[src/rtl/nswf_pkg.sv]
// Package for near_square_wheel_features: widths, the wheel primes,
// the feature and tail structs and the residue step function. No dependencies.
package nswf_pkg;

   localparam int SCORE_FRAC_BITS = 16;
   localparam int N_W             = 64;
   localparam int SCORE_W         = 17;
   localparam int GAP_W           = 33;
   localparam int NUM_PRIMES      = 6;
   localparam int ROOT_N_STEPS    = N_W / 2;

   localparam logic [NUM_PRIMES-1:0][3:0] PRIMES =
      {4'd13, 4'd11, 4'd7, 4'd5, 4'd3, 4'd2};

   typedef struct packed {
      logic                        tiny;
      logic [NUM_PRIMES-1:0]       gt;
      logic [NUM_PRIMES-1:0][3:0]  res;
   } feat_type;

   typedef struct packed {
      logic tiny;
      logic square;
      logic wheel;
   } tail_type;

   // (r*4 + d) mod p for r < p
   function automatic logic [3:0] mod_step(logic [3:0] r, logic [1:0] d, logic [3:0] p);
      logic [5:0] v;
      v = {r, 2'b00} + {4'b0000, d};
      for (int k = 0; k < 3; k++) begin
         if (v >= {2'b00, p}) begin
            v = v - {2'b00, p};
         end
      end
      return v[3:0];
   endfunction

endpackage

[src/rtl/nswf_div_stage.sv]
// One restoring division step producing one quotient bit of the score.
// Depends on nswf_pkg.
module nswf_div_stage #(
   parameter int FRAC = 16,
   parameter int BIT  = 0
) (
   input  logic                 clock,
   input  logic                 reset,
   input  logic                 enable,
   input  logic                 in_valid,
   input  logic [32+2*FRAC-1:0] in_num,
   input  logic [34+FRAC-1:0]   in_den,
   input  logic [FRAC+1:0]      in_q,
   input  nswf_pkg::tail_type   in_tail,
   output logic                 out_valid,
   output logic [32+2*FRAC-1:0] out_num,
   output logic [34+FRAC-1:0]   out_den,
   output logic [FRAC+1:0]      out_q,
   output nswf_pkg::tail_type   out_tail
);
   import nswf_pkg::*;

   localparam int NW = 32 + 2*FRAC;
   localparam int DW = 34 + FRAC;
   localparam int QW = FRAC + 2;
   localparam logic [NW-1:0] LOW_MASK = (NW'(1) << BIT) - NW'(1);
   localparam logic [QW-1:0] Q_BIT    = QW'(1) << BIT;

   logic [NW-1:0] hi, den_x, diff;
   logic          valid_ff;
   logic [NW-1:0] num_ff, num_in;
   logic [DW-1:0] den_ff;
   logic [QW-1:0] q_ff, q_in;
   tail_type      tail_ff;

   always_comb begin
      hi    = in_num >> BIT;
      den_x = NW'(in_den);
      diff  = hi - den_x;
      if (hi >= den_x) begin
         num_in = (diff << BIT) | (in_num & LOW_MASK);
         q_in   = in_q | Q_BIT;
      end else begin
         num_in = in_num;
         q_in   = in_q;
      end
   end

   always_ff @(posedge clock) begin
      if (reset) begin
         valid_ff <= 1'b0;
      end else if (enable) begin
         valid_ff <= in_valid;
      end
      if (enable) begin
         num_ff  <= num_in;
         den_ff  <= in_den;
         q_ff    <= q_in;
         tail_ff <= in_tail;
      end
   end

   assign out_valid = valid_ff;
   assign out_num   = num_ff;
   assign out_den   = den_ff;
   assign out_q     = q_ff;
   assign out_tail  = tail_ff;

endmodule
[config.mk]
export PLATFORM = sky130hd
export DESIGN_NAME = nswf_div_stage
export DESIGN_NICKNAME = d
export VERILOG_FILES = /design/src/rtl/nswf_pkg.sv /design/src/rtl/nswf_div_stage.sv
export SDC_FILE = /design/constraint.sdc
export NUM_CORES = 1
export LEC_CHECK = 0
export BUFFER_PORTS_ARGS = -buffer_cell sky130_fd_sc_hd__buf_2
export CELL_PAD_IN_SITES_DETAIL_PLACEMENT = 0
export CELL_PAD_IN_SITES_GLOBAL_PLACEMENT = 1
export CORE_ASPECT_RATIO = 1.1
export CORE_MARGIN = 4
export CORE_UTILIZATION = 39
export DETAILED_ROUTE_END_ITERATION = 10
export PLACE_DENSITY_LB_ADDON = 0.1
export SLEW_MARGIN = 20
export SYNTH_ARGS = -nofsm -noshare
export SYNTH_HDL_FRONTEND = slang
export SYNTH_SLANG_ARGS = --single-unit
[constraint.sdc]
create_clock -name clock -period 3 [get_ports clock]
set_clock_uncertainty 0.1 [all_clocks]
set_input_delay 0 -clock clock [delete_from_list [all_inputs] [get_ports clock]]
set_output_delay 0 -clock clock [all_outputs]
set_load 0.02 [all_outputs]
==> reports/qor.yml <==
sta:
  post-route-period-util_pct: 96.0
  setup_slack_ns: 0.119
  timing.final.max_slew_violations: 0
  finalSetupViolations: 0
  slew_headroom_pct: 61.9
  fmax_mhz: 347
  max_slew.worst_pin.slew_ns: 0.572
  rsz0062_at_grt: "true"
  hold_violations: 0
  layout_min_cycle_time_ns: 2.88
detailed_routing:
  drt_iter0_drc: 438
  wirelength_um: 25200
  drcViolationCount: 0
  postRouteAntennaNets: 0
  avgRoutedWirePerCell_um: 16.5
  vias_per_cell: 5.01
  num_vias: 7653
  detail_route.first_pass.iterations: 7
logic_synthesis:
  ys_ff_latch: 136
  synth_edf_count: 135
  yosysSeqAreaShare_pct: 49.9
  yosysTopAreaCellShare_pct: 49.7
  synthTopCellsByCount: "edfxtp_1, a21oi_1, nor2_1, nand2_1, inv_1"
  syn_inst: 782
  synth_cell_type_count: 73
  synth_top_area_cell: "edfxtp_1"
  yosysMostFrequentCell: "edfxtp_1"
  synth_area_sq_um: 8160
  ys_async_sr_fraction_pct: 0
  synthFlopType: "edfxtp_1"
  synth_warnings: 0
  yosys-top-cells-area: "edfxtp_1, ha_1, a21oi_1, nor2_1, xor2_1"
  syn_nets: 972
  syn_area_per_cell_sq_um: 10.4
global_route:
  gr-usage-all-layers_pct: 21.1
  overflow: 0
  grt_pass1_vias: 7872
  antenna_found_initial: 1
  grt_pass1_wl_um: 39900
  grt_max_degree: 61
placement:
  pre_cts_ws_ns: -0.0459
  placed_area_sq_um: 10300
  place.port_buffers: 274
  place_congestion: 0.842
  dp_cells: 1356
  place_hpwl_um: 18800
finish:
  utilization_pct: 60.7
  areaGrowthSynthToFinish_pct: 52.9
  postLayoutCellArea_sq_um: 12500
  diodes: 0
  final_cells: 1529
  layout-drive-gt1-share_pct: 33.3
  nNetsFinal: 1450
setup_path:
  critPathBufInv: 4
  crit_type: "in2reg"
  worstPathMaxFanout: 6
  critPathCapture: "out_num[59]$_DFFE_PP_"
  slowest_stage: "dlygate4sd3_1"
  endpoint_kind: "register"
  reg2reg_depth: 3
  path_cells: "dlygate4sd3_1 > buf_2 > inv_1 > ha_2 > a21o_1 > or3_4 > a2111oi_4 > buf_4 > o31ai_4 > a41o_1 > a22oi_4 > nor3b_4 > xor2_1"
  critPathLaunch: "in_den[26]"
  rrSetupSlack_ns: 1.76
  rr_startpoint: "out_valid$_SDFFE_PP0P_"
  cp.depth: 13
  cp.arrival_ns: 2.96
  critPathLaunchType: "input port"
  regToRegEndpoint: "out_valid$_SDFFE_PP0P_"
  cpLargestDelayFamily: "compound AO/OA/AOI/OAI gates"
  cp_data_required_time_ns: 3.07
  slowest_delay_ns: 0.53
floorplan:
  ios: 275
  die_w_um: 146
  start_util_pct: 39.7
  row_count: 55
  die-height_um: 160
  core_sq_um: 20600
  die_area_sq_um: 23300
pwr:
  vdd_ir_drop_max_v: 0.000397
  p_total_mw: 6.48
  p_leak_nw: 5.54
  p_per_area_nw_per_um2: 519
cts:
  clk_latency_ns: 0.43
  numCtsBuffers: 17
  clk_path_buf_depth: 2
  clkSinkCount: 136
  cts_tree: "built"
  clkTransAtPathRegs_ns: 0.07
  cts-root-buf: "clkbuf_16"
  htree_levels: 4
job:
  drv_cap: 0
status:
  status: "completed"
worst_hold_path:
  hold_class: "in2reg"
  min_from: "in_num[1]"
==> report_power, final <==
| group | switching, mW | total [mW] | internal, mW |
|---|---|---|---|
| registers | 0.0518 | 2.41 | 2.35 |
| clock network | 0.987 | 2.27 | 1.28 |
| logic | 1.02 | 1.81 | 0.785 |
==> sequential cells by signal (all words and copies together) (netlist names) <==
| signal | count |
|---|---|
| out_valid | 1 |
| out_den | 50 |
| out_tail | 3 |
| out_q | 18 |
| out_num | 64 |
==> repair_timing <==
item,in CTS,in global routing
setup buffers,0,2
endpoints found under the setup margin,0,36
resized for setup,0,35
hold endpoints to repair,194,0
hold buffers,139,0
==> layer usage <==
layer | GRT usage (%) | vias to the layer above | part of all wire [%]
met3 | 4.14 | 37 | 5.3
met2 | 37.4 | 252 | 51
met4 | 6.22 | 2 | 1.9
li1 | - | 3822 | -
met1 | 26.0 | 3540 | 42
met5 | 0 | - | 0.032
==> cells in the final DEF, fill, tap and decap left out, types with 7 or more instances in the layout <==
| cell | n |
|---|---|
| o21bai_1 | 8 |
| nand4_1 | 17 |
| mux2_1 | 7 |
| clkbuf_16 | 17 |
| nand2_1 | 57 |
| xnor2_1 | 24 |
| buf_2 | 273 |
| ha_1 | 44 |
| a21o_1 | 16 |
| o21ai_0 | 27 |
| buf_4 | 68 |
| dlygate4sd3_1 | 139 |
| o21a_1 | 8 |
| a21oi_2 | 8 |
| nor2_1 | 85 |
| a21oi_1 | 99 |
| inv_1 | 58 |
| edfxtp_1 | 135 |
| xor2_1 | 35 |
| nor3_1 | 12 |
==> worst min-delay path by stage <==
stage / endpoint / slack [ns] / cells past startpoint
CTS: out_num[1]$_DFFE_PP_ / 0.05 / 4
global route: out_num[1]$_DFFE_PP_ / 0.07 / 4
detailed placement: out_valid$_SDFFE_PP0P_ / 0.06 / 2
finish: out_num[1]$_DFFE_PP_ / 0.07 / 4
floorplan: out_valid$_SDFFE_PP0P_ / -0.03 / 1
global placement: out_valid$_SDFFE_PP0P_ / 0.06 / 2
==> final cells by class <==
class / count / area, sq um
Fill cell: 1767 / 8100
Multi-Input combinational cell: 563 / 3900
Timing Repair Buffer: 484 / 3340
Tap cell: 256 / 320
Clock buffer: 17 / 425
Clock inverter: 15 / 200
Inverter: 58 / 218
Sequential cell: 136 / 4070
==> worst register-to-register path, cell delays in order (launching register included) <==
cell,delay [ns]
dfxtp_1,0.32
mux2i_1,0.12
nor2_1,0.05
dlygate4sd3_1,0.55
==> cells by family after synthesis <==
kind of cell	Yosys count	share of synthesized area (%)
AND/OR/NAND/NOR	227	13.4
AO/OA/AOI/OAI	218	17.1
flip-flops	136	49.9
buffers and inverters	83	4.29
XOR/XNOR	59	6.33
adder cells (fa/ha/maj)	51	7.91
multiplexers	8	1.09
==> metrics by stage <==
step	setup TNS, ns	hold slack [ns]
5_1_grt	-0.0148	0.0673
2_1_floorplan	0	-0.0276
6_report	0	0.0739
4_1_cts	0	0.0533
3_3_place_gp	0	0.0551
3_5_place_dp	-0.119	0.0623
Note: power is estimated with default switching activity, not from simulation.
