--- config.mk ---
export PLATFORM = sky130hd
export DESIGN_NAME = nswf_sqrt_stage
export DESIGN_NICKNAME = d
export VERILOG_FILES = /design/src/rtl/nswf_pkg.sv /design/src/rtl/nswf_sqrt_stage.sv
export SDC_FILE = /design/constraint.sdc
export NUM_CORES = 1
export LEC_CHECK = 0
export ABC_AREA = 1
export BUFFER_PORTS_ARGS = -buffer_cell sky130_fd_sc_hd__buf_2
export CAP_MARGIN = 25
export CORE_AREA = 2 2 203 205
export DETAILED_ROUTE_END_ITERATION = 12
export DIE_AREA = 0 0 205 207
export PLACE_DENSITY = 0.58
export REMOVE_ABC_BUFFERS = 1
export SLEW_MARGIN = 20
export SYNTH_ARGS = -nofsm -noshare
export SYNTH_HDL_FRONTEND = slang
export SYNTH_SLANG_ARGS = --single-unit
--- constraint.sdc ---
create_clock -name clock -period 6.2 [get_ports clock]
set_input_delay 1.24 -clock clock [delete_from_list [all_inputs] [get_ports clock]]
set_output_delay 1.24 -clock clock [all_outputs]
set_load 0.03 [all_outputs]
--- src/rtl/nswf_pkg.sv ---
// Package for near_square_wheel_features: widths, the wheel primes,
// the feature and tail structs and the residue step function. No dependencies.
package nswf_pkg;

   localparam int SCORE_FRAC_BITS = 16;
   localparam int N_W             = 64;
   localparam int SCORE_W         = 17;
   localparam int GAP_W           = 33;
   localparam int NUM_PRIMES      = 6;
   localparam int ROOT_N_STEPS    = N_W / 2;

   localparam logic [NUM_PRIMES-1:0][3:0] PRIMES =
      {4'd13, 4'd11, 4'd7, 4'd5, 4'd3, 4'd2};

   typedef struct packed {
      logic                        tiny;
      logic [NUM_PRIMES-1:0]       gt;
      logic [NUM_PRIMES-1:0][3:0]  res;
   } feat_type;

   typedef struct packed {
      logic tiny;
      logic square;
      logic wheel;
   } tail_type;

   // (r*4 + d) mod p for r < p
   function automatic logic [3:0] mod_step(logic [3:0] r, logic [1:0] d, logic [3:0] p);
      logic [5:0] v;
      v = {r, 2'b00} + {4'b0000, d};
      for (int k = 0; k < 3; k++) begin
         if (v >= {2'b00, p}) begin
            v = v - {2'b00, p};
         end
      end
      return v[3:0];
   endfunction

endpackage

--- src/rtl/nswf_sqrt_stage.sv ---
// One radix-2 digit step of the pipelined square root, with the wheel residues
// and gap capture riding along. Depends on nswf_pkg.
module nswf_sqrt_stage #(
   parameter int FRAC = 16,
   parameter int STEP = 0
) (
   input  logic                   clock,
   input  logic                   reset,
   input  logic                   enable,
   input  logic                   in_valid,
   input  logic [64+2*FRAC-1:0]   in_x,
   input  logic [34+FRAC-1:0]     in_rem,
   input  logic [32+FRAC-1:0]     in_root,
   input  logic [32:0]            in_gap,
   input  nswf_pkg::feat_type     in_feat,
   output logic                   out_valid,
   output logic [64+2*FRAC-1:0]   out_x,
   output logic [34+FRAC-1:0]     out_rem,
   output logic [32+FRAC-1:0]     out_root,
   output logic [32:0]            out_gap,
   output nswf_pkg::feat_type     out_feat
);
   import nswf_pkg::*;

   localparam int XW   = 64 + 2*FRAC;
   localparam int RW   = 32 + FRAC;
   localparam int REMW = RW + 2;
   localparam bit N_STEP   = (STEP < ROOT_N_STEPS);
   localparam bit GAP_STEP = (STEP == ROOT_N_STEPS - 1);

   logic [1:0]      two;
   logic [REMW-1:0] cur, trial;
   logic            valid_ff, valid_in;
   logic [XW-1:0]   x_ff, x_in;
   logic [REMW-1:0] rem_ff, rem_in;
   logic [RW-1:0]   root_ff, root_in;
   logic [GAP_W-1:0] gap_ff, gap_in;
   feat_type        feat_ff, feat_in;

   always_comb begin
      two      = in_x[XW-1 -: 2];
      x_in     = in_x << 2;
      cur      = {in_rem[REMW-3:0], two};
      trial    = {in_root, 2'b01};
      valid_in = in_valid;
      if (cur >= trial) begin
         rem_in  = cur - trial;
         root_in = {in_root[RW-2:0], 1'b1};
      end else begin
         rem_in  = cur;
         root_in = {in_root[RW-2:0], 1'b0};
      end
      gap_in  = GAP_STEP ? rem_in[GAP_W-1:0] : in_gap;
      feat_in = in_feat;
      if (N_STEP) begin
         for (int k = 0; k < NUM_PRIMES; k++) begin
            feat_in.res[k] = mod_step(in_feat.res[k], two, PRIMES[k]);
         end
      end
   end

   always_ff @(posedge clock) begin
      if (reset) begin
         valid_ff <= 1'b0;
      end else if (enable) begin
         valid_ff <= valid_in;
      end
      if (enable) begin
         x_ff    <= x_in;
         rem_ff  <= rem_in;
         root_ff <= root_in;
         gap_ff  <= gap_in;
         feat_ff <= feat_in;
      end
   end

   assign out_valid = valid_ff;
   assign out_x     = x_ff;
   assign out_rem   = rem_ff;
   assign out_root  = root_ff;
   assign out_gap   = gap_ff;
   assign out_feat  = feat_ff;

endmodule

==> summary.txt, run 1 <==
DRC Markers = 0
vias in the first global route = 12400
FP Rows = 74
gr usage total = 0.225
Routed Antenna Nets = 0
Post-synth EDFFs = 256
M1 WL = 19800 um
Post CTS Setup Buffer Count = 0
Synth area leader = edfxtp_1
placed cells = 2548
met2 WL = 23900 um
fin. max-slew vios = 0
initial core utilization = 0.360
die height = 207 um
most frequent cell after synthesis = nand2_1
total CTS buffers = 29
Final Util = 0.462
Register Area = 7710 um^2
Syn. warnings = 0
routability cong. = 0.904
first-pass GRT wire length = 72300 um
initial antenna violation count = 15
Max Used Layer = met5
wire per inst = 19.0 um
GRT overflow = 0
drt pass-1 iters = 5
Fin. Hold Viols = 0
vias = 12600
pin count of the biggest net entering global routing = 108
Mapped Area = 14500 um^2
Port Buffers = 516
Crit. path cell count = 14
RSZ-0062 raised after global routing = false
met3 WL = 4290 um
DIE WIDTH = 205 um
Iteration-0 DRC Markers = 831
max incr delay on CP = 0.65 ns
Mapped Cells = 1510
Hold Path Depth = 2
crit path cell chain = buf_2 > inv_1 > ha_1 > nand2_1 > nor2_1 > inv_1 > o21ai_1 > nor2_1 > nor3_1 > nor2_2 > nand3_4 > buf_4 > buf_4 > o21ai_0
Max Fanout on Critical Path = 61
Critical-path top delay cell = buf_4
footprint of the multi-input gates = 5880 um^2
R2R depth = 2
Final min period = 4.07 ns
root buf cell = clkbuf_16
HPWL after DPL = 40800 um
Critical Path RT = 6.48 ns
final net count = 2372
#FFs+latches synth = 257
Final period util = 0.657
number of library cell types mapped by synthesis = 54
crit path DAT = 4.35 ns
average cell area after synthesis = 9.63 um^2
delay-heaviest family, CP = buffers and inverters
Non-Filler Instances = 2608
Hold WC Path Type = register to register
status = complete, no violations
die area = 42400 um^2
Layout fillers = 4001
clock-pin slew on the worst setup and hold paths = 0.06 ns
worst skew pair latency = 0.56 ns
CTS tree = built
Clock Skews = 0 ns
CP endpoint kind = register
Max Clock Freq = 0.245 GHz
Vias per Instance = 4.83
I/O pins = 521
pin slew with the least headroom to its limit = 0.859 ns
peak supply drop = 0.262 mV
setup TNS = 0 ns
ys flop type = edfxtp_1
max cap viols = 0
Synth async-reset ratio = 0
Clock Sinks = 257
Max H-tree Level = 1
slew margin rel. = 0.421
Lkg Pwr = 8.54 nW
sequential area share after synthesis = 0.530
WL final = 49600 um
Final Setup Violations = 0
post-CTS sizing = 0
top cells by area, synth = edfxtp_1, nand2_1, ha_1
crit path launch type = primary input
Setup CP Type = primary input to register
layout cells sized above 1 = 0.330
top-area cell type share of the netlist area = 0.529
Core ar. = 40400 um^2
CTS Buffer Depth = 3
PwrDens = 292 nW/um^2
Buf/Inv on CP = 5
Synth top cells by count = nand2_1, edfxtp_1, inv_1
Synth-to-Final Area Change = 28.2%
cts hold-fix bufs = 0
==> cell families after synthesis <==
logic type / after synthesis / synth area share
xor+xnor: 66 / 0.0413
compound gates: 232 / 0.106
buf+inv: 227 / 0.0652
other cells: 1 / 0.000258
flops: 257 / 0.530
mux: 1 / 0.000689
simple gates: 663 / 0.202
fa+ha+maj: 63 / 0.0542
==> cell usage in the layout (no fill, tap or decap), types with 9 or more instances in the layout <==
| cell | synthesis | routed |
|---|---|---|
| nand3_1 | 85 | 85 |
| o21bai_1 | 12 | 12 |
| buf_2 | 4 | 515 |
| inv_1 | 188 | 188 |
| edfxtp_1 | 256 | 256 |
| nand2_1 | 325 | 325 |
| nor2_1 | 154 | 154 |
| clkbuf_16 | 0 | 29 |
| xor2_1 | 26 | 26 |
| nor3_1 | 10 | 10 |
| ha_1 | 63 | 63 |
| nand2_2 | 26 | 26 |
| a21oi_2 | 13 | 13 |
| a21oi_1 | 87 | 87 |
| nand4_1 | 17 | 17 |
| o21ai_1 | 16 | 16 |
| inv_2 | 20 | 20 |
| a31oi_1 | 9 | 9 |
| a21o_1 | 11 | 11 |
| o21ai_0 | 47 | 47 |
| xnor2_1 | 37 | 37 |
| a21oi_4 | 18 | 18 |
| nor2_2 | 15 | 15 |
==> sequential cells by signal, summed over array words and instances (netlist names) <==
signal / count
out_gap: 33
out_rem: 50
out_x: 94
out_feat: 31
out_valid: 1
out_root: 48
==> area by class of cell <==
class                   instances  share of cell area
inverters                     212              0.0430
repair buffers                520               0.141
multi-input cells            1027               0.316
well taps                     532              0.0357
diodes                          7            0.000940
flip-flops and latches        257               0.414
clock inverters                15             0.00839
clock buffers                  38              0.0413
==> report_power, final <==
part,internal [mW],switching (mW)
clock network,0.994,0.692
registers,2.14,0.0463
logic,0.468,1.10
total,3.60,1.84
==> through the flow <==
step	hold WS (ns)	setup slack (ns)	total power, mW	area, um^2
final	0.521	2.13	5.44	18600
after global routing	0.594	1.87	5.70	18600
after CTS	0.530	2.14	5.51	18600
after detailed placement	0.509	1.56	3.79	17700
after global placement	0.477	1.57	3.77	17700
after floorplan	0.630	2.17	3.27	14400
==> tightest hold or removal path, stage by stage, from the launching register on <==
cell     delay [ns]
dfxtp_1        0.33
mux2i_1        0.07
nor2_1         0.09
==> layer usage <==
| metal | global-route usage | vias to the layer above |
|---|---|---|
| met4 | 0.0752 | 12 |
| li1 | - | 6179 |
| met3 | 0.0587 | 81 |
| met5 | 0 | - |
| met1 | 0.271 | 5872 |
| met2 | 0.389 | 463 |
==> final timing paths <==
path	startpoint	end	slack [ns]
min	out_valid	out_valid	0.52
max	in_root[30]	out_rem[1]	2.13
max reg2reg	out_valid	out_valid	5.61
min reg2reg	out_valid	out_valid	0.52
No activity file was read; power rests on OpenSTA's default activity.
==> inputs of run 2 (changes only) <==
--- a/config.mk
+++ b/config.mk
@@ -5,13 +5,13 @@
 export SDC_FILE = /design/constraint.sdc
 export NUM_CORES = 1
 export LEC_CHECK = 0
-export ABC_AREA = 1
+export ABC_AREA = 0
 export BUFFER_PORTS_ARGS = -buffer_cell sky130_fd_sc_hd__buf_2
 export CAP_MARGIN = 25
-export CORE_AREA = 2 2 203 205
+export CORE_AREA = 2 2 201 203
 export DETAILED_ROUTE_END_ITERATION = 12
-export DIE_AREA = 0 0 205 207
-export PLACE_DENSITY = 0.58
+export DIE_AREA = 0 0 203 205
+export PLACE_DENSITY = 0.57
 export REMOVE_ABC_BUFFERS = 1
 export SLEW_MARGIN = 20
 export SYNTH_ARGS = -nofsm -noshare
==> constraint.sdc (replaced) <==
create_clock -name clock -period 3.8 [get_ports clock]
set_input_delay 0.76 -clock clock [delete_from_list [all_inputs] [get_ports clock]]
set_output_delay 0.76 -clock clock [all_outputs]
set_load 0.03 [all_outputs]
==> summary.txt, run 2 <==
Vias per Instance = 4.91 (was 4.83)
number of library cell types mapped by synthesis = 83 (was 54)
Max Fanout on Critical Path = 7 (was 61)
layout cells sized above 1 = 0.381 (was 0.330)
clock-pin slew on the worst setup and hold paths = 0.06 ns (about the same)
pin count of the biggest net entering global routing = 82 (was 108)
Max H-tree Level = 1 (unchanged)
crit path DAT = 3.61 ns (was 4.35 ns)
CTS tree = built (unchanged)
Synth-to-Final Area Change = 34.5% (was 28.2%)
routability cong. = 0.894 (was 0.904)
sequential area share after synthesis = 0.563 (was 0.530)
Hold WC Path Type = primary input to register (was register to register)
Final min period = 3.30 ns
Core ar. = 39400 um^2 (was 40400 um^2)
Clock Skews = 0 ns (unchanged)
RSZ-0062 raised after global routing = false (unchanged)
CTS Buffer Depth = 3 (unchanged)
Adder-Cell Fraction of Synth Area = 0.0576 (was 0.0542)
ys flop type = edfxtp_1 (unchanged)
Post-synth EDFFs = 256 (unchanged)
peak supply drop = 0.323 mV (was 0.262 mV)
worst r2r src = out_valid (unchanged)
Synth Area in XOR/XNOR = 0.0498 (was 0.0413)
Final Util = 0.468 (was 0.462)
most frequent cell after synthesis = edfxtp_1 (was nand2_1)
Non-Filler Instances = 2347 (was 2608)
die height = 205 um (was 207 um)
vias in the first global route = 11200 (was 12400)
Port Buffers = 516 (unchanged)
Routed Antenna Nets = 0 (unchanged)
worst reg2reg endpoint = out_valid (unchanged)
DIE WIDTH = 203 um (was 205 um)
final net count = 2121 (was 2372)
Synth top cells by count = edfxtp_1, nand2_1, a21oi_1 (was nand2_1, edfxtp_1, inv_1)
pin slew with the least headroom to its limit = 0.672 ns (was 0.859 ns)
first-pass GRT wire length = 64900 um (was 72300 um)
crit path cell chain = buf_2 > ha_1 > o31ai_1 > nand2_1 > mux2_2 > ha_1 > nor2_1 > nor4b_1 > o221ai_1 > nand3b_1 > mux2i_1 > and2_1 > o21a_1 > o31a_1 > o311a_1 (was buf_2 > inv_1 > ha_1 > nand2_1 > nor2_1 > inv_1 > o21ai_1 > nor2_1 > nor3_1 > nor2_2 > nand3_4 > buf_4 > buf_4 > o21ai_0)
Synth async-reset ratio = 0 (unchanged)
WHS = 0.350 ns (was 0.521 ns)
Final period util = 0.868
#FFs+latches synth = 257 (unchanged)
Worst setup endpoint = out_feat[17] (was out_rem[1])
Post-Synth Simple-Gate Area = 0.112 (was 0.202)
Syn. warnings = 0 (unchanged)
PwrDens = 476 nW/um^2 (was 292 nW/um^2)
wire per inst = 18.9 um (was 19.0 um)
Mapped Cells = 1198 (was 1510)
average cell area after synthesis = 11.4 um^2 (was 9.63 um^2)
DRC Markers = 0 (unchanged)
drt pass-1 iters = 5 (unchanged)
Mapped Area = 13700 um^2 (was 14500 um^2)
WL final = 44300 um (was 49600 um)
initial core utilization = 0.348 (was 0.360)
R2R depth = 2 (unchanged)
crit path launch type = primary input (unchanged)
Lkg Pwr = 8.21 nW (was 8.54 nW)
max FFs per register = 94 (unchanged)
GRT overflow = 0 (unchanged)
vias = 11500 (was 12600)
Setup CP Type = primary input to register (unchanged)
largest family of logic cells by synthesized area = compound AO/OA/AOI/OAI gates (was simple AND/OR/NAND/NOR gates)
Compound-Gate Fraction of Synth Area = 0.160 (was 0.106)
post-CTS sizing = 0 (unchanged)
fin. max-slew vios = 0 (unchanged)
commonest non-fill, non-tap cell in the layout = buf_2 (unchanged)
Max Clock Freq = 0.303 GHz
placed cells = 2289 (was 2548)
top-area cell type share of the netlist area = 0.561 (was 0.529)
setup slack, reg-to-reg = 3.23 ns (was 5.61 ns)
max cap viols = 0 (unchanged)
critical path startpoint = in_x[94] (was in_root[30])
Iteration-0 DRC Markers = 674 (was 831)
cts hold-fix bufs = 0 (unchanged)
Fin. Hold Viols = 0 (unchanged)
CP endpoint kind = register (unchanged)
top cells by area, synth = edfxtp_1, ha_1, nand2_1 (was edfxtp_1, nand2_1, ha_1)
max incr delay on CP = 0.36 ns (was 0.65 ns)
Synth area leader = edfxtp_1 (unchanged)
worst skew pair latency = 0.56 ns (about the same)
die area = 41600 um^2 (was 42400 um^2)
Critical-path top delay cell = o31ai_1 (was buf_4)
status = complete, no violations (unchanged)
Post CTS Setup Buffer Count = 0 (unchanged)
gr usage total = 0.202 (was 0.225)
post-synthesis mux area share = 0.0169 (was 0.000689)
CP dominant cell by count = ha_1
FP Rows = 73 (was 74)
HPWL after DPL = 35700 um (was 40800 um)
Critical Path RT = 4.11 ns (was 6.48 ns)
total CTS buffers = 30 (was 29)
slew margin rel. = 0.552 (was 0.421)
Clock Sinks = 257 (unchanged)
initial antenna violation count = 8 (was 15)
commonest cells after routing, fill and taps aside = buf_2, edfxtp_1, nand2_1, buf_4, a21oi_1 (was buf_2, nand2_1, edfxtp_1, inv_1, nor2_1)
root buf cell = clkbuf_16 (unchanged)
I/O pins = 521 (unchanged)
Final Setup Violations = 0 (unchanged)
## run 2: area by class of cell
| cell class | count | area, um^2 |
|---|---|---|
| Antenna cell | 3 | 7.51 |
| Clock buffer | 38 | 802 |
| Clock inverter | 17 | 130 |
| Fill cell | 3731 | 21000 |
| Inverter | 78 | 293 |
| Multi-Input combinational cell | 814 | 5430 |
| Sequential cell | 257 | 7710 |
| Tap cell | 525 | 657 |
| Timing Repair Buffer | 615 | 3390 |
## run 2: kinds of logic (layout without fill, tap and decap cells)
kind of cell,count (synthesis),count (layout)
mux,22,22
other cells,1,5
flops,257,257
simple gates,316,316
buf+inv,128,748
xor+xnor,77,77
compound gates,334,334
fa+ha+maj,63,63
## run 2: where the power goes
part / internal, mW / switching [mW] / leakage [nW]
combinational: 0.855 / 1.58 / 5.24
sequential: 3.49 / 0.0751 / 2.51
clock: 1.57 / 1.19 / 0.457
## run 2: critical path: cells and delay by family
family | cells | cell delay [ns]
AO/OA/AOI/OAI | 5 | 1.16
multiplexers | 2 | 0.46
buffers and inverters | 1 | 0.15
AND/OR/NAND/NOR | 5 | 0.64
adder cells (fa/ha/maj) | 2 | 0.43
## run 2: layer usage
metal	track usage	wire, um	vias to the layer above
met3	0.0472	3270	63
met1	0.257	18600	5432
met5	0	45	-
met4	0.0670	1370	6
li1	-	-	5641
met2	0.338	21000	392
## run 2: how the worst min path moves through the flow
stage	startpoint	end	cells past startpoint
3_3_place_gp	out_valid	out_valid	2
4_1_cts	reset	out_valid	2
3_5_place_dp	out_valid	out_valid	2
2_1_floorplan	out_valid	out_valid	2
5_1_grt	in_gap[28]	out_gap[28]	1
6_report	reset	out_valid	2
## run 2: stage by stage
stage               TNS (ns)  power (mW)  area, um^2  worst slack, ns
global placement     -0.0447        6.04       17500          -0.0447
floorplan             -15.73        5.12       13400           -0.446
finish                     0        8.76       18400            0.502
global route               0        9.18       18400            0.244
CTS                        0        8.86       18400            0.535
detailed placement    -0.261        6.07       17500          -0.0633
